===== src/rtl/core/sha_pkg.sv =====
// SHA-256 stream hasher package: round constants, initial hash value,
// round functions, state and control types. Used by the top level and sha_core.
// Depends on nothing.
package sha_pkg;

    // Round constants, one per compression round.
    localparam logic [31:0] SHA_K [64] = '{
        32'h428a2f98, 32'h71374491, 32'hb5c0fbcf, 32'he9b5dba5,
        32'h3956c25b, 32'h59f111f1, 32'h923f82a4, 32'hab1c5ed5,
        32'hd807aa98, 32'h12835b01, 32'h243185be, 32'h550c7dc3,
        32'h72be5d74, 32'h80deb1fe, 32'h9bdc06a7, 32'hc19bf174,
        32'he49b69c1, 32'hefbe4786, 32'h0fc19dc6, 32'h240ca1cc,
        32'h2de92c6f, 32'h4a7484aa, 32'h5cb0a9dc, 32'h76f988da,
        32'h983e5152, 32'ha831c66d, 32'hb00327c8, 32'hbf597fc7,
        32'hc6e00bf3, 32'hd5a79147, 32'h06ca6351, 32'h14292967,
        32'h27b70a85, 32'h2e1b2138, 32'h4d2c6dfc, 32'h53380d13,
        32'h650a7354, 32'h766a0abb, 32'h81c2c92e, 32'h92722c85,
        32'ha2bfe8a1, 32'ha81a664b, 32'hc24b8b70, 32'hc76c51a3,
        32'hd192e819, 32'hd6990624, 32'hf40e3585, 32'h106aa070,
        32'h19a4c116, 32'h1e376c08, 32'h2748774c, 32'h34b0bcb5,
        32'h391c0cb3, 32'h4ed8aa4a, 32'h5b9cca4f, 32'h682e6ff3,
        32'h748f82ee, 32'h78a5636f, 32'h84c87814, 32'h8cc70208,
        32'h90befffa, 32'ha4506ceb, 32'hbef9a3f7, 32'hc67178f2
    };

    // Initial hash value.
    localparam logic [31:0] SHA_IV [8] = '{
        32'h6a09e667, 32'hbb67ae85, 32'h3c6ef372, 32'ha54ff53a,
        32'h510e527f, 32'h9b05688c, 32'h1f83d9ab, 32'h5be0cd19
    };

    localparam logic [5:0] FILL_LAST  = 6'd63;
    localparam logic [5:0] ROUND_LAST = 6'd63;
    localparam logic [1:0] PART_LAST  = 2'd3;
    localparam logic [7:0] PAD_BYTE   = 8'h80;
    localparam logic [7:0] ZERO_BYTE  = 8'h00;
    localparam int unsigned COUNT_W   = 61;

    // Sequencer states.
    typedef enum logic [3:0] {
        S_IDLE = 4'b0001,
        S_PAD  = 4'b0010,
        S_COMP = 4'b0100,
        S_OUT  = 4'b1000
    } t_state;

    // Commands from the sequencer to the compression core.
    typedef struct packed {
        logic       push;
        logic [7:0] push_byte;
        logic       start;
        logic       reinit;
    } t_core_ctl;

    function automatic logic [31:0] big_sigma0(input logic [31:0] x);
        big_sigma0 = {x[1:0], x[31:2]} ^ {x[12:0], x[31:13]} ^ {x[21:0], x[31:22]};
    endfunction

    function automatic logic [31:0] big_sigma1(input logic [31:0] x);
        big_sigma1 = {x[5:0], x[31:6]} ^ {x[10:0], x[31:11]} ^ {x[24:0], x[31:25]};
    endfunction

    function automatic logic [31:0] small_sigma0(input logic [31:0] x);
        small_sigma0 = {x[6:0], x[31:7]} ^ {x[17:0], x[31:18]} ^ {3'b000, x[31:3]};
    endfunction

    function automatic logic [31:0] small_sigma1(input logic [31:0] x);
        small_sigma1 = {x[16:0], x[31:17]} ^ {x[18:0], x[31:19]} ^ {10'd0, x[31:10]};
    endfunction

endpackage


===== src/rtl/core/sha_in_if.sv =====
// Message input channel: one byte beat with presence and end marker.
// Depends on nothing.
interface sha_in_if;
    logic       valid;
    logic       ready;
    logic [7:0] data_byte;
    logic       byte_present;
    logic       end_of_message;

    modport source (output valid, output data_byte, output byte_present,
                    output end_of_message, input ready);
    modport sink   (input valid, input data_byte, input byte_present,
                    input end_of_message, output ready);
endinterface


===== src/rtl/core/sha_out_if.sv =====
// Digest output channel: one 64-bit quarter of the digest per beat.
// Depends on nothing.
interface sha_out_if;
    logic        valid;
    logic        ready;
    logic [63:0] digest_part;
    logic [1:0]  part_index;
    logic        last_part;

    modport source (output valid, output digest_part, output part_index,
                    output last_part, input ready);
    modport sink   (input valid, input digest_part, input part_index,
                    input last_part, output ready);
endinterface


===== src/rtl/core/sha256_stream_hasher.sv =====
// SHA-256 stream hasher top level: byte sequencer, padding and digest output.
// Depends on sha_pkg, sha_in_if, sha_out_if and sha_core.
//
// Usage: message bytes arrive one per beat on i_msg. A beat with
// byte_present low carries no byte; end_of_message marks the last beat of a
// message, so a lone end beat with no byte hashes the empty message.
// The digest leaves on o_dig as four 64-bit beats, part 0 first (hash words
// 0 and 1), last_part high on part 3; the block then starts a new message.
// Flow: a byte beat is taken while ready is high and the 64-byte window fills.
// The 64th byte of a block starts the compression, which keeps ready low
// through the rounds of the single round unit and the hash add (the working
// registers load on the edge that takes the byte). After the end beat the
// padding is shifted in one byte per cycle (plus a second compression when
// more than 55 bytes are pending), then the final compression runs and the
// digest beats follow. The round unit sets the throughput.
// Reset (synchronous, active low) restores the initial hash value and clears
// the fill and length counters. When the receiver stalls, the current digest
// beat holds and no new message byte is taken until all four are delivered.
module sha256_stream_hasher import sha_pkg::*; (
    input  logic       i_clk,
    input  logic       i_rst_n,
    sha_in_if.sink     i_msg,
    sha_out_if.source  o_dig
);

    t_state              r_state, n_state;
    logic [5:0]          r_fill, n_fill;
    logic [COUNT_W-1:0]  r_count, n_count;
    logic                r_pad_mode, n_pad_mode;
    logic                r_pad_first, n_pad_first;
    logic                r_final, n_final;
    logic [1:0]          r_part, n_part;

    t_core_ctl     w_ctl;
    logic          w_done;
    logic [255:0]  w_hash;
    logic          w_in_acc;
    logic          w_out_acc;
    logic [63:0]   w_bits;
    logic [2:0]    w_len_idx;
    logic [7:0]    w_len_byte;

    sha_core u_core (
        .i_clk   (i_clk),
        .i_rst_n (i_rst_n),
        .i_ctl   (w_ctl),
        .o_done  (w_done),
        .o_hash  (w_hash)
    );

    assign w_in_acc  = i_msg.valid && i_msg.ready;
    assign w_out_acc = o_dig.valid && o_dig.ready;

    // Length field: bit count, big-endian in the last eight bytes of a block.
    assign w_bits     = {r_count, 3'b000};
    assign w_len_idx  = ~r_fill[2:0];
    assign w_len_byte = w_bits[{w_len_idx, 3'b000} +: 8];

    // Sequencer: byte intake, padding, compression and digest beats.
    always_comb begin
        n_state     = r_state;
        n_fill      = r_fill;
        n_count     = r_count;
        n_pad_mode  = r_pad_mode;
        n_pad_first = r_pad_first;
        n_final     = r_final;
        n_part      = r_part;
        w_ctl       = '0;
        unique case (r_state)
            S_IDLE: begin
                if (w_in_acc) begin
                    if (i_msg.byte_present) begin
                        w_ctl.push      = 1'b1;
                        w_ctl.push_byte = i_msg.data_byte;
                        n_fill          = r_fill + 6'd1;
                        n_count         = r_count + 61'd1;
                    end
                    if (i_msg.end_of_message) begin
                        n_pad_mode  = 1'b1;
                        n_pad_first = 1'b1;
                        n_final     = 1'b0;
                    end
                    if (i_msg.byte_present && r_fill == FILL_LAST) begin
                        w_ctl.start = 1'b1;
                        n_state     = S_COMP;
                    end else if (i_msg.end_of_message) begin
                        n_state = S_PAD;
                    end
                end
            end
            S_PAD: begin
                w_ctl.push = 1'b1;
                n_fill     = r_fill + 6'd1;
                if (r_pad_first) begin
                    // The pad byte leaves room for the length only below byte 56.
                    w_ctl.push_byte = PAD_BYTE;
                    n_pad_first     = 1'b0;
                    n_final         = (r_fill[5:3] != 3'b111);
                end else if (r_final && r_fill[5:3] == 3'b111) begin
                    w_ctl.push_byte = w_len_byte;
                end else begin
                    w_ctl.push_byte = ZERO_BYTE;
                end
                if (r_fill == FILL_LAST) begin
                    w_ctl.start = 1'b1;
                    n_state     = S_COMP;
                end
            end
            S_COMP: begin
                if (w_done) begin
                    if (!r_pad_mode) begin
                        n_state = S_IDLE;
                    end else if (r_final) begin
                        n_state = S_OUT;
                        n_part  = '0;
                    end else begin
                        n_state = S_PAD;
                        n_final = 1'b1;
                    end
                end
            end
            S_OUT: begin
                if (w_out_acc) begin
                    n_part = r_part + 2'd1;
                    if (r_part == PART_LAST) begin
                        w_ctl.reinit = 1'b1;
                        n_count      = '0;
                        n_pad_mode   = 1'b0;
                        n_state      = S_IDLE;
                    end
                end
            end
            default: begin
                n_state = S_IDLE;
            end
        endcase
    end

    // Control registers.
    always_ff @(posedge i_clk) begin
        if (!i_rst_n) begin
            r_state     <= S_IDLE;
            r_fill      <= '0;
            r_count     <= '0;
            r_pad_mode  <= 1'b0;
            r_pad_first <= 1'b0;
            r_final     <= 1'b0;
            r_part      <= '0;
        end else begin
            r_state     <= n_state;
            r_fill      <= n_fill;
            r_count     <= n_count;
            r_pad_mode  <= n_pad_mode;
            r_pad_first <= n_pad_first;
            r_final     <= n_final;
            r_part      <= n_part;
        end
    end

    // Channel outputs; the hash registers hold while digest beats go out.
    assign i_msg.ready       = (r_state == S_IDLE);
    assign o_dig.valid       = (r_state == S_OUT);
    assign o_dig.digest_part = w_hash[{~r_part, 6'd0} +: 64];
    assign o_dig.part_index  = r_part;
    assign o_dig.last_part   = (r_part == PART_LAST);

endmodule


===== src/rtl/core/sha_core.sv =====
// SHA-256 compression core: 64-byte block window, message schedule and one
// shared round unit that runs one round per cycle. Depends on sha_pkg.
module sha_core import sha_pkg::*; (
    input  logic          i_clk,
    input  logic          i_rst_n,
    input  t_core_ctl     i_ctl,
    output logic          o_done,
    output logic [255:0]  o_hash
);

    logic [31:0]  r_hash [8];
    logic [31:0]  r_work [8];
    logic [511:0] r_win;
    logic [5:0]   r_rnd;
    logic         r_busy;
    logic         r_fin;

    logic [31:0] w_wt;
    logic [31:0] w_wnew;
    logic [31:0] w_t1;
    logic [31:0] w_t2;
    logic [31:0] w_ch;
    logic [31:0] w_maj;

    // Schedule: the window holds W[t..t+15], word 0 in the top bits.
    assign w_wt   = r_win[511:480];
    assign w_wnew = small_sigma1(r_win[63:32]) + r_win[223:192]
                  + small_sigma0(r_win[479:448]) + r_win[511:480];

    // One compression round on the working variables.
    assign w_ch  = (r_work[4] & r_work[5]) ^ (~r_work[4] & r_work[6]);
    assign w_maj = (r_work[0] & r_work[1]) ^ (r_work[0] & r_work[2])
                 ^ (r_work[1] & r_work[2]);
    assign w_t1  = r_work[7] + big_sigma1(r_work[4]) + w_ch + SHA_K[r_rnd] + w_wt;
    assign w_t2  = big_sigma0(r_work[0]) + w_maj;

    // Round sequencing and hash state.
    always_ff @(posedge i_clk) begin
        if (!i_rst_n) begin
            r_busy <= 1'b0;
            r_fin  <= 1'b0;
            r_rnd  <= '0;
            for (int i = 0; i < 8; i++) begin
                r_hash[i] <= SHA_IV[i];
            end
        end else begin
            if (i_ctl.start) begin
                r_busy <= 1'b1;
                r_rnd  <= '0;
            end else if (r_busy) begin
                r_rnd <= r_rnd + 6'd1;
                if (r_rnd == ROUND_LAST) begin
                    r_busy <= 1'b0;
                    r_fin  <= 1'b1;
                end
            end
            if (r_fin) begin
                r_fin <= 1'b0;
                for (int i = 0; i < 8; i++) begin
                    r_hash[i] <= r_hash[i] + r_work[i];
                end
            end
            if (i_ctl.reinit) begin
                for (int i = 0; i < 8; i++) begin
                    r_hash[i] <= SHA_IV[i];
                end
            end
        end
    end

    // Block window and working variables.
    always_ff @(posedge i_clk) begin
        if (i_ctl.push) begin
            r_win <= {r_win[503:0], i_ctl.push_byte};
        end else if (r_busy) begin
            r_win <= {r_win[479:0], w_wnew};
        end
        if (i_ctl.start) begin
            for (int i = 0; i < 8; i++) begin
                r_work[i] <= r_hash[i];
            end
        end else if (r_busy) begin
            r_work[7] <= r_work[6];
            r_work[6] <= r_work[5];
            r_work[5] <= r_work[4];
            r_work[4] <= r_work[3] + w_t1;
            r_work[3] <= r_work[2];
            r_work[2] <= r_work[1];
            r_work[1] <= r_work[0];
            r_work[0] <= w_t1 + w_t2;
        end
    end

    assign o_done = r_fin;
    assign o_hash = {r_hash[0], r_hash[1], r_hash[2], r_hash[3],
                     r_hash[4], r_hash[5], r_hash[6], r_hash[7]};

endmodule


===== src/flat_wrapper.sv =====
// flat-port wrapper written by rule: the top's interface ports become plain ports
module sha256_stream_hasher_flat import sha_pkg::*;
  (i_clk, i_rst_n, i_msg_valid, i_msg_data_byte, i_msg_byte_present, i_msg_end_of_message, i_msg_ready, o_dig_valid, o_dig_digest_part, o_dig_part_index, o_dig_last_part, o_dig_ready);
  sha_in_if i_msg_i ();
  sha_out_if o_dig_i ();
  input  logic i_clk;
  input  logic i_rst_n;
  input wire logic [$bits(i_msg_i.valid)-1:0] i_msg_valid;
  input wire logic [$bits(i_msg_i.data_byte)-1:0] i_msg_data_byte;
  input wire logic [$bits(i_msg_i.byte_present)-1:0] i_msg_byte_present;
  input wire logic [$bits(i_msg_i.end_of_message)-1:0] i_msg_end_of_message;
  output wire logic [$bits(i_msg_i.ready)-1:0] i_msg_ready;
  output wire logic [$bits(o_dig_i.valid)-1:0] o_dig_valid;
  output wire logic [$bits(o_dig_i.digest_part)-1:0] o_dig_digest_part;
  output wire logic [$bits(o_dig_i.part_index)-1:0] o_dig_part_index;
  output wire logic [$bits(o_dig_i.last_part)-1:0] o_dig_last_part;
  input wire logic [$bits(o_dig_i.ready)-1:0] o_dig_ready;
  assign i_msg_i.valid = i_msg_valid;
  assign i_msg_i.data_byte = i_msg_data_byte;
  assign i_msg_i.byte_present = i_msg_byte_present;
  assign i_msg_i.end_of_message = i_msg_end_of_message;
  assign i_msg_ready = i_msg_i.ready;
  assign o_dig_valid = o_dig_i.valid;
  assign o_dig_digest_part = o_dig_i.digest_part;
  assign o_dig_part_index = o_dig_i.part_index;
  assign o_dig_last_part = o_dig_i.last_part;
  assign o_dig_i.ready = o_dig_ready;
  sha256_stream_hasher u_core (.i_clk(i_clk), .i_rst_n(i_rst_n), .i_msg(i_msg_i), .o_dig(o_dig_i));
endmodule

===== config.mk =====
export PLATFORM = sky130hd
export DESIGN_NAME = sha256_stream_hasher_flat
export DESIGN_NICKNAME = d
export VERILOG_FILES = /design/src/rtl/core/sha_pkg.sv /design/src/rtl/core/sha_in_if.sv /design/src/rtl/core/sha_out_if.sv /design/src/rtl/core/sha256_stream_hasher.sv /design/src/rtl/core/sha_core.sv /design/src/flat_wrapper.sv
export SDC_FILE = /design/constraint.sdc
export NUM_CORES = 2
export LEC_CHECK = 0
export BUFFER_PORTS_ARGS = -buffer_cell sky130_fd_sc_hd__clkbuf_2
export CAP_MARGIN = 40
export CORE_ASPECT_RATIO = 1.1
export CORE_MARGIN = 5
export CORE_UTILIZATION = 39
export DETAILED_ROUTE_END_ITERATION = 8
export PLACE_DENSITY = 0.6
export SYNTH_ARGS = -nofsm -noshare
export SYNTH_HDL_FRONTEND = slang
export SYNTH_SLANG_ARGS = --single-unit

===== constraint.sdc =====
create_clock -name i_clk -period 34.4 [get_ports i_clk]
set_input_delay 3.44 -clock i_clk [delete_from_list [all_inputs] [get_ports i_clk]]
set_output_delay 3.44 -clock i_clk [all_outputs]
set_load 0.005 [all_outputs]

**After elaboration in Yosys (flattened, before gate mapping)**

Memory sizes are Yosys's and may differ from the RTL's.
Index checks and enable logic that the tools add are counted.

- Add/subtract/negate cells: 22
- Magnitude comparators: 1
- Equal/unequal tests: 20
- Shift operators: 2
- Multiplexer cells: 89
- Bitwise logic cells: 46
- Reduce and logical (&&, ||, !) cells: 18

Operators with widths:

| cell | count |
|---|---|
| $mux 512 | 2 |
| $mux 32 | 26 |
| $add 32x32->32 | 18 |
| $xor 32x32->32 | 9 |
| $shiftx 256x9->64 | 1 |
| $mux 61 | 4 |
| $and 32x32->32 | 5 |
| $pmux 61 s2 | 1 |
| $shiftx 64x7->8 | 1 |
| $add 61x1->61 const B | 1 |
| $mux 4 | 9 |
| $not 32->32 | 1 |
| $xor 32x22->32 | 1 |
| $xor 32x29->32 | 1 |
| $mux 1 | 30 |
| $or 1x1->1 | 24 |
| $pmux 10 s2 | 1 |
| $mux 8 | 2 |
| $pmux 4 s4 | 1 |
| $reduce_and 5->1 | 3 |
| $ne 2x2->1 const B | 7 |
| $add 6x1->6 const B | 2 |
| $eq 6x6->1 const B | 2 |
| $mux 6 | 2 |
| other kinds (28) | 44 |

- Register bits after elaboration: 596
- Memory bits (writable): 512
- Memory bits (read-only): 2048
- Bits of input ports: 14
- Output and inout bits: 69
- Memories: 3

Memory list:

| name | depth | bits a word | read ports | clocked after Yosys merged registers in | write ports | RTL line | source |
|---|---|---|---|---|---|---|---|
| (no name shown) | 64 | 32 | 1 | 0 | 0 | sha_core.sv:34 | `assign w_t1 = r_work[7] + big_sigma1(r_work[4]) + w_ch + SHA_K[r_rnd] + w_wt;` |
| u_core.u_core.r_hash | 8 | 32 | 8 | 0 | 8 | sha_core.sv:11 | `logic [31:0] r_hash [8];` |
| u_core.u_core.r_work | 8 | 32 | 8 | 0 | 8 | sha_core.sv:12 | `logic [31:0] r_work [8];` |

**Longest topological paths before layout**

An unclocked memory read counts as a cell.

- Word-level depth: 9
- Gate-level depth with buffers: 40
- Gate-level depth less buffers: 38

**By module**

From an unflattened synthesis, not the netlist that was laid out.

- Cells, all modules: 7397
- Area, all modules: 75269.7 um^2

By module, submodules not included:

| module | instances | cells an instance | area each (um^2) | seq. area each (um^2) |
|---|---|---|---|---|
| sha_core | 1 | 6802 | 69420.3 | 29628.4 |
| sha256_stream_hasher | 1 | 595 | 5849.4 | 1521.5 |

**Worst setup path before layout**

OpenSTA, ideal clock, no wires.

- Path kind: in2reg
- Start point: in i_msg_valid
- End point: reg u_core.u_core.r_win[0] (enable)
- Library setup time: 0.909 ns
- Arrival time: 14.907 ns
- Slack: 18.584 ns
- Stages on the path: 4
- Path buffers: 2
- Cell sequence: and3_1 > clkbuf_1 > clkbuf_1 > or3_1

- Word-level cells in the longest chain between the ends: 4

Ends and longest elaborated chain:

| item | RTL line | source |
|---|---|---|
| start, declared | flat_wrapper.sv:8 | `input wire logic [$bits(i_msg_i.valid)-1:0] i_msg_valid;` |
| $logic_and 1x1->1 | sha256_stream_hasher.sv:51 | `assign w_in_acc = i_msg.valid && i_msg.ready;` |
| $mux 10 | sha256_stream_hasher.sv:71 | `if (w_in_acc) begin` |
| $pmux 10 s2 | sha256_stream_hasher.sv:69 | `unique case (r_state)` |
| $reduce_bool 2->1 (no line) | n/a |  |
| end signal, assigned | sha_core.sv:74 | `r_win <= {r_win[503:0], i_ctl.push_byte};` |
| end signal, assigned | sha_core.sv:76 | `r_win <= {r_win[479:0], w_wnew};` |
| end, declared | sha_core.sv:13 | `logic [511:0] r_win;` |

Every way passes these cells.
A chain may end at the register's enable or synchronous reset.

==> flow_metrics.env <==
export IMPL_fin_ws_ns=23.45
export IMPL_synthArstFlopShare_pct=0
export IMPL_synth_net_count=8442
export IMPL_core_um2=191000
export IMPL_cts_sinks=1108
export IMPL_cts_tree="built"
export IMPL_yosys_area_top_type="edfxtp_1"
export IMPL_pwr_density_cell_nw_per_um2=91.8
export IMPL_final_common_cell="nand2_1"
export IMPL_pre_cts_slack_ns=23.49
export IMPL_drt_iter0_markers=5721
export IMPL_h_tree_depth=4
export IMPL_crit_fanout=22
export IMPL_cts_resized=0
export IMPL_pin_count=83
export IMPL_grt_overflow_total=0
export IMPL_max_freq_mhz=91.3
export IMPL_critPathKind="flop to flop"
export IMPL_synth_edf_count=896
export IMPL_finalMaxSlewViolations=0
export IMPL_start_util_pct=39.2
export IMPL_grt_pass1_wl_um=358000
export IMPL_die_area_um2=201000
export IMPL_synth_distinct_cells=96
export IMPL_tns_ns=0
export IMPL_rows=168
export IMPL_wl_per_cell_um=23.2
export IMPL_clockRootBuffer="clkbuf_16"
export IMPL_placed_cell_area_um2=77900
export IMPL_slew_headroom_pct=19.4
export IMPL_ys_warn_count=0
export IMPL_drive_gt1_share_pct=9.10
export IMPL_syn_to_final_growth_pct=9.80
export IMPL_clk_latency_ns=0.81
export IMPL_num_vias=58195
export IMPL_synth_cell_area_um2=74800
export IMPL_hp_class="flop to flop"
export IMPL_cts_setup_buffers=0
export IMPL_start_kind="flop"
export IMPL_ant_nets=0
export IMPL_drc=0
export IMPL_place_congestion=0.951
export IMPL_die_y_um=469
export IMPL_worst_ep_arrival_time_ns=11.48
export IMPL_rsz0062_at_grt="false"
export IMPL_synth_seq_cells=1108
export IMPL_post_route_period_util_pct=31.8
export IMPL_grt_max_degree=188
export IMPL_drt_wl_total_um=241000
export IMPL_yosysSeqAreaShare_pct=41.6
export IMPL_cpMaxStageDelayCell="ha_1"
export IMPL_tightest_slew_ns=1.21
export IMPL_dr_pass1_iters=6
export IMPL_finalSetupViolations=0
export IMPL_final_cell_mix="nand2_1 (1,868), edfxtp_1 (896), o21ai_0 (444)"
export IMPL_die_width_um=428
export IMPL_path_clk_slew_ns=0.06
export IMPL_power_leakage_nw=32.1
export IMPL_postSynthCellCount=7837
export IMPL_numPortBuffers=82
export IMPL_vias_per_cell=5.60
export IMPL_synthFlopType="edfxtp_1"
export IMPL_grt_usage_pct=23.4
export IMPL_status="finished clean"
export IMPL_antenna_found_initial=3
export IMPL_fillers=18546
export IMPL_ir_worst_vdd_uv=124
export IMPL_fin_skew_ns=0.0450
export IMPL_hold_viol=0
export IMPL_fin_area_um2=82200
export IMPL_synth_top_area_share_pct=36.0
export IMPL_finalPower_mw=7.54
export IMPL_synth_area_leaders="edfxtp_1 (36%), nand2_1 (9.4%), ha_1 (6.6%), dfxtp_1 (5.7%), fa_1 (5.2%)"
export IMPL_syn_area_per_cell_um2=9.55
export IMPL_fin_crit_ns=10.95
export IMPL_layout_nets=8333
export IMPL_drv_cap=0
export IMPL_grt_pass1_vias=55841
export IMPL_hpwl_um=182000
export IMPL_cp_data_required_time_ns=34.93
export IMPL_worst_path_largest_cell_delay_ns=0.88
export IMPL_cts_hold_buffers=0
export IMPL_cts_buffer_depth=3
export IMPL_endpoint_kind="flop"
export IMPL_numCtsBuffers=131
## routing by layer
| layer | up-vias | part of all wire (%) | GRT usage, % |
|---|---|---|---|
| met2 | 1936 | 47 | 37.8 |
| li1 | 27220 | - | - |
| met1 | 28664 | 43 | 32.0 |
| met5 | - | 0 | 0 |
| met3 | 375 | 6.4 | 3.83 |
| met4 | 0 | 3.6 | 7.69 |
## worst max-delay path, delay by kind of cell (launching register included)
family                   cells  cell delay [ns]
flip-flops                   1             0.30
adder cells (fa/ha/maj)      6             2.83
buffers and inverters        5             1.11
AO/OA/AOI/OAI               18             4.96
AND/OR/NAND/NOR              5             1.01
XOR/XNOR                     2             0.43
## synth_stat cells (91+ instances only)
cell / number
ha_1: 396
inv_1: 361
mux2i_1: 91
dfxtp_1: 212
nand2_1: 1872
mux2_2: 203
nand3_1: 106
o21ai_0: 444
nor2_1: 434
xnor2_1: 360
fa_1: 195
a21oi_1: 413
edfxtp_1: 896
a21o_1: 158
clkbuf_1: 353
nor3_1: 95
xor2_1: 238
## state kept, by name, summed over array words and instances (netlist names)
register and flops:
u_core.r_final 1, u_core.r_state 4, u_core.r_pad_first 1, u_core.u_core.r_win 512
u_core.r_count 61, u_core.r_fill 6, u_core.u_core.r_hash 256, u_core.u_core.r_work 256
u_core.o_dig.part_index 2, u_core.u_core.o_done 1, u_core.u_core.r_rnd 6, u_core.u_core.r_busy 1
u_core.r_pad_mode 1
## stage by stage
step | util, % | std cells | hold WS [ns]
2_1_floorplan | - | 7837 | 0.450
3_3_place_gp | 40.7 | 10126 | 0.473
3_5_place_dp | 40.8 | 10145 | 0.498
4_1_cts | 43.1 | 10384 | 0.508
5_1_grt | 43.1 | 10385 | 0.524
6_report | 43.1 | 10385 | 0.504
## logic make-up (layout without fill, tap and decap cells)
kind of cell | Yosys count | in the layout | share of synthesized area [%]
AOI/OAI and AO/OA | 1514 | 1514 | 12.7
other | 0 | 1 | 0
muxes | 375 | 375 | 6.71
DFF | 1108 | 1108 | 41.6
and+or+nand+nor | 2858 | 2858 | 16.1
buffers and inverters | 788 | 785 | 4.01
xor gates and xnor gates | 599 | 599 | 7.03
adders and majority gates | 595 | 595 | 11.9
## layout make-up
cell class	instances	area, um^2	area share (%)
inverter	364	1370	1.67
sequential	1108	31200	37.9
antenna	1	2.50	0.00305
tap	2550	3190	3.88
timing repair buffer	182	1380	1.68
clock buffer	169	3490	4.25
multi-input combinational	5941	40700	49.6
clock inverter	70	802	0.976
## report_power, final
part           leakage (nW)  switching [mW]  internal, mW  total [mW]
clock                  2.07           0.604         0.816        1.42
combinational          20.3            2.51          1.62        4.13
sequential             9.70           0.177          1.81        1.99
## path summary, 6_finish.rpt
kind / startpoint / endpoint / slack (ns) / cells after the start
max reg2reg: u_core.u_core.r_rnd[0]$_SDFFE_PP0P_ / u_core.u_core.r_work[0][31]$_DFFE_PP_ / 23.45 / 36
max: u_core.u_core.r_rnd[0]$_SDFFE_PP0P_ / u_core.u_core.r_work[0][31]$_DFFE_PP_ / 23.45 / 36
min reg2reg: u_core.r_count[12]$_SDFFE_PN0P_ / u_core.r_count[12]$_SDFFE_PN0P_ / 0.50 / 2
min: u_core.r_count[12]$_SDFFE_PN0P_ / u_core.r_count[12]$_SDFFE_PN0P_ / 0.50 / 2
Note: power is estimated with default switching activity, not from simulation.
